===== src/hw/rtl/utf8sd_pkg.sv =====
package utf8sd_pkg;

  localparam int OffsetBits = 16;
  localparam int StartOffW  = 16;
  localparam int OffExtW    = (OffsetBits > StartOffW) ? OffsetBits : StartOffW;
  localparam int CpW        = 21;

  localparam logic [CpW-1:0] ReplCp = CpW'(32'h0000_FFFD);

  localparam int FifoDepth = 4;
  localparam int FifoAw    = $clog2(FifoDepth);

  typedef struct packed {
    logic [CpW-1:0]       cp;
    logic [StartOffW-1:0] off;
  } res_t;

  // one queue entry holds every result caused by one byte
  typedef struct packed {
    res_t r0;
    res_t r1;
    logic two;
    logic fin;
  } qent_t;

  function automatic logic [StartOffW-1:0] off_field(input logic [OffsetBits-1:0] v);
    logic [OffExtW-1:0] ext;
    ext = OffExtW'(v);
    return ext[StartOffW-1:0];
  endfunction

endpackage


===== src/hw/rtl/utf8sd_front.sv =====
module utf8sd_front import utf8sd_pkg::*; (
  input  logic       clk_i,
  input  logic       rst_ni,
  input  logic       in_valid_i,
  output logic       in_stall_o,
  input  logic [7:0] text_byte_i,
  input  logic       final_byte_i,
  input  logic       q_full_i,
  output logic       q_push_o,
  output qent_t      q_data_o
);

  logic [CpW-1:0]        acc_q, acc_d;
  logic [1:0]            rem_q, rem_d;
  logic [OffsetBits-1:0] seq_q, seq_d;
  logic [OffsetBits-1:0] pos_q;

  logic           accept;
  logic           is_cont, in_seq, cont_ok;
  logic [CpW-1:0] acc_cont;
  logic [1:0]     rem_dec;
  logic           a_v, b_v, c_v;
  logic [CpW-1:0] a_cp, b_cp;
  res_t           res_a, res_b, res_c;

  assign accept     = in_valid_i && !q_full_i;
  assign in_stall_o = q_full_i;

  assign is_cont  = (text_byte_i[7:6] == 2'b10);
  assign in_seq   = (rem_q != 2'd0);
  assign cont_ok  = in_seq && is_cont;
  assign acc_cont = {acc_q[CpW-7:0], text_byte_i[5:0]};
  assign rem_dec  = rem_q - 2'd1;

  always_comb begin
    acc_d = acc_q;
    rem_d = rem_q;
    seq_d = seq_q;
    a_v   = 1'b0;
    a_cp  = ReplCp;
    b_v   = 1'b0;
    b_cp  = ReplCp;
    if (cont_ok) begin
      acc_d = acc_cont;
      rem_d = rem_dec;
      a_v   = (rem_dec == 2'd0);
      a_cp  = acc_cont;
    end else begin
      // bad continuation closes the open sequence, byte is then a new lead
      a_v   = in_seq;
      rem_d = 2'd0;
      priority if (!text_byte_i[7]) begin
        b_v  = 1'b1;
        b_cp = CpW'(text_byte_i);
      end else if (!text_byte_i[6]) begin
        b_v = 1'b1;
      end else if (!text_byte_i[5]) begin
        acc_d = CpW'(text_byte_i[4:0]);
        rem_d = 2'd1;
        seq_d = pos_q;
      end else if (!text_byte_i[4]) begin
        acc_d = CpW'(text_byte_i[3:0]);
        rem_d = 2'd2;
        seq_d = pos_q;
      end else begin
        // 0xF8..0xFF taken as four-byte leads too
        acc_d = CpW'(text_byte_i[2:0]);
        rem_d = 2'd3;
        seq_d = pos_q;
      end
    end
    c_v = final_byte_i && (rem_d != 2'd0);
  end

  assign res_a = '{cp: a_cp,   off: off_field(seq_q)};
  assign res_b = '{cp: b_cp,   off: off_field(pos_q)};
  assign res_c = '{cp: ReplCp, off: off_field(seq_d)};

  always_comb begin
    q_data_o.r0  = a_v ? res_a : (b_v ? res_b : res_c);
    q_data_o.r1  = (a_v && b_v) ? res_b : res_c;
    q_data_o.two = (a_v && b_v) || (a_v && c_v) || (b_v && c_v);
    q_data_o.fin = final_byte_i;
  end

  assign q_push_o = accept && (a_v || b_v || c_v);

  always_ff @(posedge clk_i or negedge rst_ni) begin
    if (!rst_ni) begin
      acc_q <= '0;
      rem_q <= '0;
      seq_q <= '0;
      pos_q <= '0;
    end else if (accept) begin
      if (final_byte_i) begin
        acc_q <= '0;
        rem_q <= '0;
        seq_q <= '0;
        pos_q <= '0;
      end else begin
        acc_q <= acc_d;
        rem_q <= rem_d;
        seq_q <= seq_d;
        if (pos_q != '1) begin
          pos_q <= pos_q + 1'b1;
        end
      end
    end
  end

endmodule


===== src/hw/rtl/utf8sd_fifo.sv =====
module utf8sd_fifo import utf8sd_pkg::*; (
  input  logic  clk_i,
  input  logic  rst_ni,
  input  logic  push_i,
  input  qent_t push_data_i,
  output logic  full_o,
  input  logic  pop_i,
  output logic  not_empty_o,
  output qent_t head_o
);

  qent_t             mem_q [FifoDepth];
  logic [FifoAw-1:0] wr_ptr_q, rd_ptr_q;
  logic [FifoAw:0]   cnt_q;

  assign full_o      = (cnt_q == (FifoAw+1)'(FifoDepth));
  assign not_empty_o = (cnt_q != '0);
  assign head_o      = mem_q[rd_ptr_q];

  always_ff @(posedge clk_i) begin
    if (push_i) begin
      mem_q[wr_ptr_q] <= push_data_i;
    end
  end

  always_ff @(posedge clk_i or negedge rst_ni) begin
    if (!rst_ni) begin
      wr_ptr_q <= '0;
      rd_ptr_q <= '0;
      cnt_q    <= '0;
    end else begin
      if (push_i) begin
        wr_ptr_q <= wr_ptr_q + 1'b1;
      end
      if (pop_i) begin
        rd_ptr_q <= rd_ptr_q + 1'b1;
      end
      if (push_i && !pop_i) begin
        cnt_q <= cnt_q + 1'b1;
      end else if (pop_i && !push_i) begin
        cnt_q <= cnt_q - 1'b1;
      end
    end
  end

endmodule


===== src/hw/rtl/utf8sd_back.sv =====
module utf8sd_back import utf8sd_pkg::*; (
  input  logic                 clk_i,
  input  logic                 rst_ni,
  input  logic                 q_not_empty_i,
  input  qent_t                q_head_i,
  output logic                 q_pop_o,
  output logic                 out_valid_o,
  input  logic                 out_stall_i,
  output logic [CpW-1:0]       code_point_o,
  output logic [StartOffW-1:0] start_offset_o,
  output logic                 run_end_o,
  output logic                 text_end_o
);

  logic                 out_valid_q;
  logic [CpW-1:0]       cp_q;
  logic [StartOffW-1:0] off_q;
  logic                 run_end_q, text_end_q;
  logic                 phase_q;

  logic load, emit;

  assign load    = !out_valid_q || !out_stall_i;
  assign emit    = load && q_not_empty_i;
  // an entry pops with its last result: its only one, or the second half of a two-result entry
  assign q_pop_o = emit && (phase_q || !q_head_i.two);

  always_ff @(posedge clk_i) begin
    if (emit) begin
      if (phase_q) begin
        cp_q       <= q_head_i.r1.cp;
        off_q      <= q_head_i.r1.off;
        run_end_q  <= 1'b1;
        text_end_q <= q_head_i.fin;
      end else begin
        cp_q       <= q_head_i.r0.cp;
        off_q      <= q_head_i.r0.off;
        run_end_q  <= !q_head_i.two;
        text_end_q <= !q_head_i.two && q_head_i.fin;
      end
    end
  end

  always_ff @(posedge clk_i or negedge rst_ni) begin
    if (!rst_ni) begin
      out_valid_q <= 1'b0;
      phase_q     <= 1'b0;
    end else if (load) begin
      out_valid_q <= q_not_empty_i;
      if (q_not_empty_i) begin
        phase_q <= !phase_q && q_head_i.two;
      end
    end
  end

  assign out_valid_o    = out_valid_q;
  assign code_point_o   = cp_q;
  assign start_offset_o = off_q;
  assign run_end_o      = run_end_q;
  assign text_end_o     = text_end_q;

endmodule


===== src/hw/rtl/utf8_stream_decoder_top.sv =====
// UTF-8 stream decoder: bytes in, code points out.
// Input channel: one text byte per request (text_byte_i, final_byte_i),
// taken when in_valid_i is high and in_stall_o is low. final_byte_i marks
// the last byte of a text; decode state and the offset counter then clear.
// Output channel: one code point per request with its start offset,
// run_end_o on the last result of a byte and text_end_o on the last of a text.
// Malformed or truncated sequences give U+FFFD.
// Path: the queue entry is written as the byte is taken, and the output
// register is loaded from the queue head once that register is free
// (empty, or its result taken by the receiver).
// Throughput: one byte per cycle while the queue is not full; a byte giving
// two results shows them in turn from the single output register.
// A four-entry queue (at most one entry per byte) sits between decode and output,
// so bytes keep flowing while the receiver stalls until the queue fills;
// in_stall_o is high exactly when it is full.
// Reset clears decode state, the queue and the output valid.
module utf8_stream_decoder_top import utf8sd_pkg::*; (
  input  logic                 clk_i,
  input  logic                 rst_ni,
  input  logic                 in_valid_i,
  output logic                 in_stall_o,
  input  logic [7:0]           text_byte_i,
  input  logic                 final_byte_i,
  output logic                 out_valid_o,
  input  logic                 out_stall_i,
  output logic [CpW-1:0]       code_point_o,
  output logic [StartOffW-1:0] start_offset_o,
  output logic                 run_end_o,
  output logic                 text_end_o
);

  logic  q_full, q_push, q_pop, q_not_empty;
  qent_t q_wdata, q_head;

  utf8sd_front u_front (
    .clk_i       (clk_i),
    .rst_ni      (rst_ni),
    .in_valid_i  (in_valid_i),
    .in_stall_o  (in_stall_o),
    .text_byte_i (text_byte_i),
    .final_byte_i(final_byte_i),
    .q_full_i    (q_full),
    .q_push_o    (q_push),
    .q_data_o    (q_wdata)
  );

  utf8sd_fifo u_fifo (
    .clk_i      (clk_i),
    .rst_ni     (rst_ni),
    .push_i     (q_push),
    .push_data_i(q_wdata),
    .full_o     (q_full),
    .pop_i      (q_pop),
    .not_empty_o(q_not_empty),
    .head_o     (q_head)
  );

  utf8sd_back u_back (
    .clk_i         (clk_i),
    .rst_ni        (rst_ni),
    .q_not_empty_i (q_not_empty),
    .q_head_i      (q_head),
    .q_pop_o       (q_pop),
    .out_valid_o   (out_valid_o),
    .out_stall_i   (out_stall_i),
    .code_point_o  (code_point_o),
    .start_offset_o(start_offset_o),
    .run_end_o     (run_end_o),
    .text_end_o    (text_end_o)
  );

  a_no_push_full: assert property (@(posedge clk_i) disable iff (!rst_ni)
    !(q_push && q_full))
    else $error("queue written while full");

  a_no_pop_empty: assert property (@(posedge clk_i) disable iff (!rst_ni)
    !(q_pop && !q_not_empty))
    else $error("queue read while empty");

  a_text_end_last: assert property (@(posedge clk_i) disable iff (!rst_ni)
    (out_valid_o && text_end_o) |-> run_end_o)
    else $error("text end on a result that is not last of its byte");

  a_output_fed: assert property (@(posedge clk_i) disable iff (!rst_ni)
    (!out_valid_o && q_not_empty) |=> out_valid_o)
    else $error("pending result not moved to output");

endmodule


===== config.mk =====
export PLATFORM = sky130hd
export DESIGN_NAME = utf8_stream_decoder_top
export DESIGN_NICKNAME = d
export VERILOG_FILES = /design/src/hw/rtl/utf8sd_pkg.sv /design/src/hw/rtl/utf8sd_front.sv /design/src/hw/rtl/utf8sd_fifo.sv /design/src/hw/rtl/utf8sd_back.sv /design/src/hw/rtl/utf8_stream_decoder_top.sv
export SDC_FILE = /design/constraint.sdc
export NUM_CORES = 1
export LEC_CHECK = 0
export ABC_AREA = 1
export BUFFER_PORTS_ARGS = -buffer_cell sky130_fd_sc_hd__buf_2
export CAP_MARGIN = 30
export CORE_UTILIZATION = 50
export DETAILED_ROUTE_END_ITERATION = 10
export PLACE_DENSITY = 0.67
export SETUP_SLACK_MARGIN = 0.4
export SLEW_MARGIN = 15
export SYNTH_ARGS = -nofsm -noshare
export SYNTH_HDL_FRONTEND = slang
export SYNTH_SLANG_ARGS = --single-unit

===== constraint.sdc =====
create_clock -name clk_i -period 13.1 [get_ports clk_i]
set_clock_uncertainty 0.15 [all_clocks]
set_input_delay 2.62 -clock clk_i [delete_from_list [all_inputs] [get_ports clk_i]]
set_output_delay 2.62 -clock clk_i [all_outputs]
set_load 0.05 [all_outputs]

# Word-level counts from Yosys, hierarchy flattened
# Memory sizes are Yosys's and may differ from the RTL's.
# Index checks and enable logic that the tools add are counted.
[totals] word_cells=95 out_inout_bits=41 input_bits=13 memories=1 mem_bits_ro=0 mem_bits_rw=304 register_bits=97 latchBits=0
[classes] bitwise=0 muxes=35 n_div=0 n_reduce_logical=37 multipliers=0 n_eq_ne=3 n_lt_le_gt_ge=0 n_shift=0 addsub=6
[mem_list] memory="u_fifo.mem_q" depth=4 width=76 read_ports=1 rd_clocked_by_memory_dff=0 wr=1 line="utf8sd_fifo.sv:12" source="qent_t mem_q [FifoDepth];"
[ops] op="$mux W16" count=8
[ops] op="$mux W37" count=3
[ops] op="$mux W21" count=3
[ops] op="$mux W15" count=4
[ops] op="$add A16 B1 Y16 const B" count=1
[ops] op="$ne A16 B16 Y1 const B" count=1
[ops] op="$logic_and A1 B1 Y1" count=13
[ops] op="$mux W2" count=5
[ops] op="$reduce_bool A3 Y1" count=3
[ops] op="$mux W1" count=8
[ops] op="$reduce_bool A2 Y1" count=4
[ops] op="$logic_not A1 Y1" count=7
[ops] op="$logic_or A1 B1 Y1" count=6
[ops] op="$mux W3" count=2
[ops] op="$mux W5" count=1
[ops] op="$add A2 B1 Y2 const B" count=2
[ops] op="$mux W4" count=1
[ops] op="$reduce_and A2 Y1" count=2
[ops] op="$add A3 B1 Y3 const B" count=1
[ops] op="$eq A3 B3 Y1 const B" count=1
[ops] op="$reduce_and A3 Y1" count=1
[ops] op="$sub A3 B1 Y3 const B" count=1
[ops] op="$eq A2 B2 Y1 const B" count=1
[ops] op="$logic_not A2 Y1" count=1
[ops] op="$sub A2 B1 Y2 const B" count=1

# Logic depth before layout (Yosys ltp)
[depth] depth_word=13 depth_mapped=17 ltp_nobuf=17

# Modules after synthesis
# Synthesis repeated with hierarchy kept, for this count alone.
[hier_totals] cells_unflattened=1597 area_unflattened_um2=18420.2
[modules_own_cells] module="utf8sd_fifo" instances=1 cells_per_inst=936 area_per_inst_um2=13359.1
[modules_own_cells] module="utf8sd_front" instances=1 cells_per_inst=487 area_per_inst_um2=3310.7
[modules_own_cells] module="utf8sd_back" instances=1 cells_per_inst=174 area_per_inst_um2=1750.4

# Least setup slack after synthesis
# Ideal clock, no wire load.
[synth_path] kind="in2reg" start="input port text_byte_i[7]" end="memory u_fifo.mem_q[0][0] (netlist name) (enable)" setup_time_ns=0.484 arrival_ns=5.937 path_slack_ns=6.529 path_buffers=1 required_ns=12.466 cell_stages=9 path_cell_list="inv_2 -> nor2_4 -> nand2_2 -> o21ai_2 -> buf_6 -> and2_4 -> nand2_4 -> nand2_4 -> nor2_1"
[synth_between] elab_chain_len=9 word_cells_on_any_way=14 classes_between="eq/ne: 1; mux: 7; reduce/logical: 6"
[synth_lines] item="start, declared" line="utf8_stream_decoder_top.sv:22" source="input logic [7:0] text_byte_i,"
[synth_lines] item="$eq A2 B2 Y1" line="utf8sd_front.sv:29" source="assign is_cont = (text_byte_i[7:6] == 2'b10);"
[synth_lines] item="$logic_and A1 B1 Y1" line="utf8sd_front.sv:31" source="assign cont_ok = in_seq && is_cont;"
[synth_lines] item="$mux W2" line="utf8sd_front.sv:43" source="if (cont_ok) begin"
[synth_lines] item="$reduce_bool A2 Y1" line="utf8sd_front.sv:72" source="c_v = final_byte_i && (rem_d != 2'd0);"
[synth_lines] item="$logic_and A1 B1 Y1" line="utf8sd_front.sv:72"
[synth_lines] item="$logic_or A1 B1 Y1 (*)" line="utf8sd_front.sv:86" source="assign q_push_o = accept && (a_v || b_v || c_v);"
[synth_lines] item="$logic_and A1 B1 Y1 (*)" line="utf8sd_front.sv:86"
[synth_lines] item="$mux W1 (*)" line="utf8sd_fifo.sv:21" source="if (push_i) begin"
[synth_lines] item="$mux W1 (implied by the code) (*)" line="utf8sd_fifo.sv:22" source="mem_q[wr_ptr_q] <= push_data_i;"
[synth_lines] item="end, declared" line="utf8sd_fifo.sv:12"
# Every way passes the cells marked *; elsewhere a longest branch is shown, timed or not.

# Worst setup path after layout
[layout_path] start="input port text_byte_i[7]" end="memory u_fifo.mem_q[2][74] (netlist name) (enable)"
# The elaborated chain is that of the path after synthesis.

==> flow_summary.rst <==
.. list-table::
   :header-rows: 1

   * - Metric
     - Value
   * - HPWL after detailed placement
     - ~18000 um
   * - Via total after detailed routing
     - 9663
   * - Antenna-violating nets left
     - 0
   * - Setup repair bufs after CTS
     - 0
   * - Final routed wire length divided by cell count
     - about 18 um
   * - Element type at the critical path start
     - input pin
   * - Origin of the worst min-delay path
     - u_back.out_valid_o
   * - RSZ-0062 raised after global routing
     - false
   * - Met2 layer usage reported by global route
     - between 30% and 40%
   * - Final Net Count
     - 1347
   * - Maximum number of pins on one net before global-route repair
     - 99
   * - Cell types occupying the most area after synthesis
     - sky130_fd_sc_hd__edfxtp_1 (59%), sky130_fd_sc_hd__dfrtp_1 (9.9%), sky130_fd_sc_hd__o21ai_0 (6.5%)
   * - Port-buffer cells
     - 53
   * - Number of clock sinks
     - approximately 350
   * - Maximum clock path buffer count
     - 3
   * - Fraction of layout cells with a size suffix above 1
     - approximately 12%
   * - Total die area
     - 0.0301 sq mm
   * - Sequential element share of the synthesized area
     - between 60 and 70%
   * - Most frequently used cell type in the post-synthesis netlist
     - sky130_fd_sc_hd__edfxtp_1
   * - Count of final hold-check violations
     - 0
   * - Crit path top cell by count
     - sky130_fd_sc_hd__nand2_4
   * - Seq cells post-synth
     - ~350
   * - DRC
     - 0
   * - Die X-Extent
     - between 150 and 200 um
   * - Class of the worst hold path
     - flop to flop
   * - Post-DP Area
     - between 0.015 and 0.02 sq mm
   * - Relative slew margins
     - between 30% and 40%
   * - Total Neg Setup Slack
     - 0 ns
   * - Synthesized Nets
     - 1320
   * - Root Buffer
     - sky130_fd_sc_hd__clkbuf_16
   * - Peak VDD IR
     - 0.000171 V
   * - Launch point of the worst reg-to-reg path
     - u_fifo.rd_ptr_q[0]
   * - CP Data Arrival Time
     - ~5.2 ns
   * - Initial core utilization
     - 51.0%
   * - Met3 Resource Use GR
     - ~3.7%
   * - Overall Global Routing Usage
     - approximately 22%
   * - Max capacitance violation total
     - 0
   * - Shortest period the worst path allows
     - between 5 and 6 ns
   * - Worst Setup Slack, final
     - 7.85 ns
   * - I/O pin count
     - 54
   * - Final worst-path cycle share
     - between 40% and 50%
   * - Quantity of gates resized following cts
     - 0
   * - Number of global-route vias before repair
     - ~9100
   * - Number of instances in the synthesized netlist
     - about 1300
   * - Achievable clock frequency
     - around 190 MHz
   * - Number of stages on the worst hold path
     - 2
   * - Total core area
     - approximately 0.029 sq mm
   * - Remaining global-route overflow
     - 0
   * - Slew at the pin closest to its max-slew limit
     - 0.927 ns
   * - Vertical die dimension
     - ~170 um
   * - Cell variety after synth
     - 39
   * - Synth Area per Inst
     - approximately 11 sq um
   * - Met1 capacity usage during global routing
     - 31.3%
   * - Area of all sequential standard cells
     - roughly 0.010 sq mm
   * - Post-Route Hold Slack
     - around 0.35 ns
   * - Cell type with the highest aggregate area in the netlist
     - sky130_fd_sc_hd__edfxtp_1
   * - Post-CTS clock slew at the launch and capture registers of the worst setup and hold paths
     - ~0.06 ns
   * - Synth Warn #
     - 0
   * - R2r setup slk
     - 8.88 ns
   * - Worst setup slack after placement
     - ~7.3 ns
   * - First-pass iteration count of the detailed router
     - 7
   * - Number of DRC markers in iteration 0
     - ~1100
   * - FFs w/ async S/R, synth
     - 16.6%
   * - Final total power
     - around 3.9 mW
   * - Sequence of cells on the critical path
     - buf_2 > nand2_2 > o21ai_4 > and2_4 > nand2_4 > nand2_4 > nor2_4 > buf_4
   * - Post-layout instance area
     - ~0.016 sq mm
   * - Most numerous cell types in the synthesized netlist
     - sky130_fd_sc_hd__edfxtp_1 (291), sky130_fd_sc_hd__nand2_1 (219), sky130_fd_sc_hd__o21ai_0 (192), sky130_fd_sc_hd__nor2_1 (160), sky130_fd_sc_hd__inv_1 (76)
   * - Endpoint class of the critical path
     - flop
   * - Pwr dens
     - around 240 mW/mm^2
   * - Total leakage power
     - approximately 6.0 nW
   * - Final slew viol count
     - 0
   * - CP Max Fanout
     - 52
   * - Number of flops mapped to enable cells by yosys
     - approximately 290
   * - Clock latency on the worst-skew pair
     - about 0.52 ns
   * - Final antenna diode count
     - 0
   * - Critical setup path kind
     - input pin to flop
   * - Critical path's largest stage delay
     - 0.73 ns
   * - Total area of multi-input combinational cells
     - about 0.0039 sq mm
   * - Gate family responsible for the most delay along the worst path
     - simple AND/OR/NAND/NOR gates
   * - Run status
     - finished, final reports clean
   * - Highest-delay cell along the critical path
     - sky130_fd_sc_hd__buf_4
   * - TritonCTS clock tree
     - built
   * - Number of cell instances on the worst register-to-register path
     - 12
   * - Synth-to-Final Area Change
     - 11.9%
   * - Number of antenna violations at the first check in global routing
     - 2
   * - Gp weighted congestion
     - 0.852
   * - Wire length of the first global-routing pass
     - 50300 um
   * - End of the worst register-to-register path
     - u_fifo.cnt_q[2]
   * - Total clock buffers created by CTS
     - 36
   * - Number of buffers added to fix hold violations after cts
     - 0
   * - Endpoint of the worst hold path
     - u_back.out_valid_o
   * - Critical path required time
     - between 10 and 15 ns
   * - H-tree levels
     - 2
   * - Vias per cell
     - about 5.6
   * - Post-Synthesis Cell Area
     - between 0.01 and 0.015 sq mm
   * - FILL cells
     - roughly 2400
   * - Critical path buffer and inverter count
     - 2
   * - Most heavily used metal layer in global routing
     - met2
   * - Share of the synthesized area in the top cell type
     - between 50% and 60%
   * - Wirelength, routed
     - between 30000 and 40000 um
   * - Final count of negative-setup-slack endpoints
     - 0
   * - Row count
     - 62
   * - Leading register cell type out of synthesis
     - sky130_fd_sc_hd__edfxtp_1
-- final cells by class --
cell class	instances	share of cell area, %
clock inverters	17	1.22
clock buffers	47	6.10
multi-input cells	789	23.5
flip-flops and latches	349	61.8
repair buffers	68	2.59
inverters	82	1.87
well taps	384	2.91
-- logic make-up (layout without fill, tap and decap cells) --
family / after synthesis / count (layout) / share of synthesized area, %
xor+xnor: 10 / 10 / 0.595
fa+ha+maj: 8 / 8 / 0.731
simple gates: 450 / 450 / 12.6
compound gates: 321 / 321 / 12.1
flops: 349 / 349 / 69.2
buf+inv: 161 / 214 / 4.73
-- placed cells by master, fill, tap and decap left out, types with 3 or more instances in the layout --
master,Yosys,final
sky130_fd_sc_hd__clkinv_1,2,6
sky130_fd_sc_hd__inv_1,76,74
sky130_fd_sc_hd__dfrtp_1,58,57
sky130_fd_sc_hd__ha_1,7,7
sky130_fd_sc_hd__buf_4,9,11
sky130_fd_sc_hd__nor2_1,160,156
sky130_fd_sc_hd__clkbuf_16,0,38
sky130_fd_sc_hd__clkinvlp_4,0,3
sky130_fd_sc_hd__nand2_2,3,3
sky130_fd_sc_hd__a21oi_1,24,24
sky130_fd_sc_hd__xor2_1,8,8
sky130_fd_sc_hd__inv_2,4,7
sky130_fd_sc_hd__nor2_4,4,8
sky130_fd_sc_hd__o211ai_1,9,9
sky130_fd_sc_hd__clkbuf_1,45,7
sky130_fd_sc_hd__nand4_1,8,8
sky130_fd_sc_hd__nand3_1,48,48
sky130_fd_sc_hd__nand2_1,219,219
sky130_fd_sc_hd__o21ai_0,192,192
sky130_fd_sc_hd__bufinv_16,0,4
sky130_fd_sc_hd__clkinv_2,0,3
sky130_fd_sc_hd__o22ai_1,66,66
sky130_fd_sc_hd__o21ai_2,10,10
sky130_fd_sc_hd__edfxtp_1,291,291
sky130_fd_sc_hd__o21ai_1,13,13
sky130_fd_sc_hd__buf_2,16,53
-- layer usage --
layer,vias to the layer above,part of all wire [%],wire (um)
li1,4614,-,-
met1,4685,46,14700
met2,311,46,14700
met3,49,6.3,2030
met4,4,1.9,607
met5,-,0.069,22
-- how the worst max path moves through the flow --
stage / from / end / slack (ns) / depth (start not counted)
2_1_floorplan: text_byte_i[7] / u_fifo.mem_q[0][0] / 6.53 / 9
3_3_place_gp: text_byte_i[7] / u_fifo.mem_q[2][58] / 7.34 / 8
3_5_place_dp: text_byte_i[7] / u_fifo.mem_q[2][57] / 7.31 / 8
4_1_cts: text_byte_i[7] / u_fifo.mem_q[2][59] / 7.84 / 8
5_1_grt: text_byte_i[7] / u_fifo.mem_q[2][59] / 7.63 / 8
6_report: text_byte_i[7] / u_fifo.mem_q[2][74] / 7.85 / 8
-- stage by stage --
step	cells	utilization, %
final	1736	57.1
after global routing	1736	57.1
after CTS	1733	56.9
after detailed placement	1669	52.7
after global placement	1668	52.7
after floorplan	1299	-
-- worst register-to-register path, stage by stage, from the launching register on --
cell and delay [ns]:
sky130_fd_sc_hd__dfrtp_4 0.66, sky130_fd_sc_hd__inv_2 0.50, sky130_fd_sc_hd__buf_4 0.83, sky130_fd_sc_hd__o21ai_0 0.26
sky130_fd_sc_hd__nand2_1 0.11, sky130_fd_sc_hd__nand2_1 0.22, sky130_fd_sc_hd__nand2_1 0.26, sky130_fd_sc_hd__ha_1 0.17
sky130_fd_sc_hd__inv_1 0.07, sky130_fd_sc_hd__fa_1 0.45, sky130_fd_sc_hd__a21oi_1 0.14, sky130_fd_sc_hd__o21ai_0 0.12
sky130_fd_sc_hd__xor2_1 0.16
-- power by group --
group,switching (mW),internal [mW],total (mW)
combinational,0.964,0.308,1.27
sequential,0.0824,1.53,1.62
clock,0.408,0.622,1.03
total,1.45,2.46,3.92
-- sequential cells by signal, summed over array words and instances, names as in the netlist --
name / flops
u_fifo.wr_ptr_q: 2
u_fifo.cnt_q: 3
u_back.code_point_o: 21
u_back.phase_q: 1
u_back.out_valid_o: 1
u_back.text_end_o: 1
u_front.acc_q: 15
u_front.seq_q: 16
u_back.start_offset_o: 16
u_front.pos_q: 16
u_fifo.rd_ptr_q: 2
u_front.rem_q: 2
u_back.run_end_o: 1
u_fifo.mem_q: 252
Power figures use the tool's default switching activity.
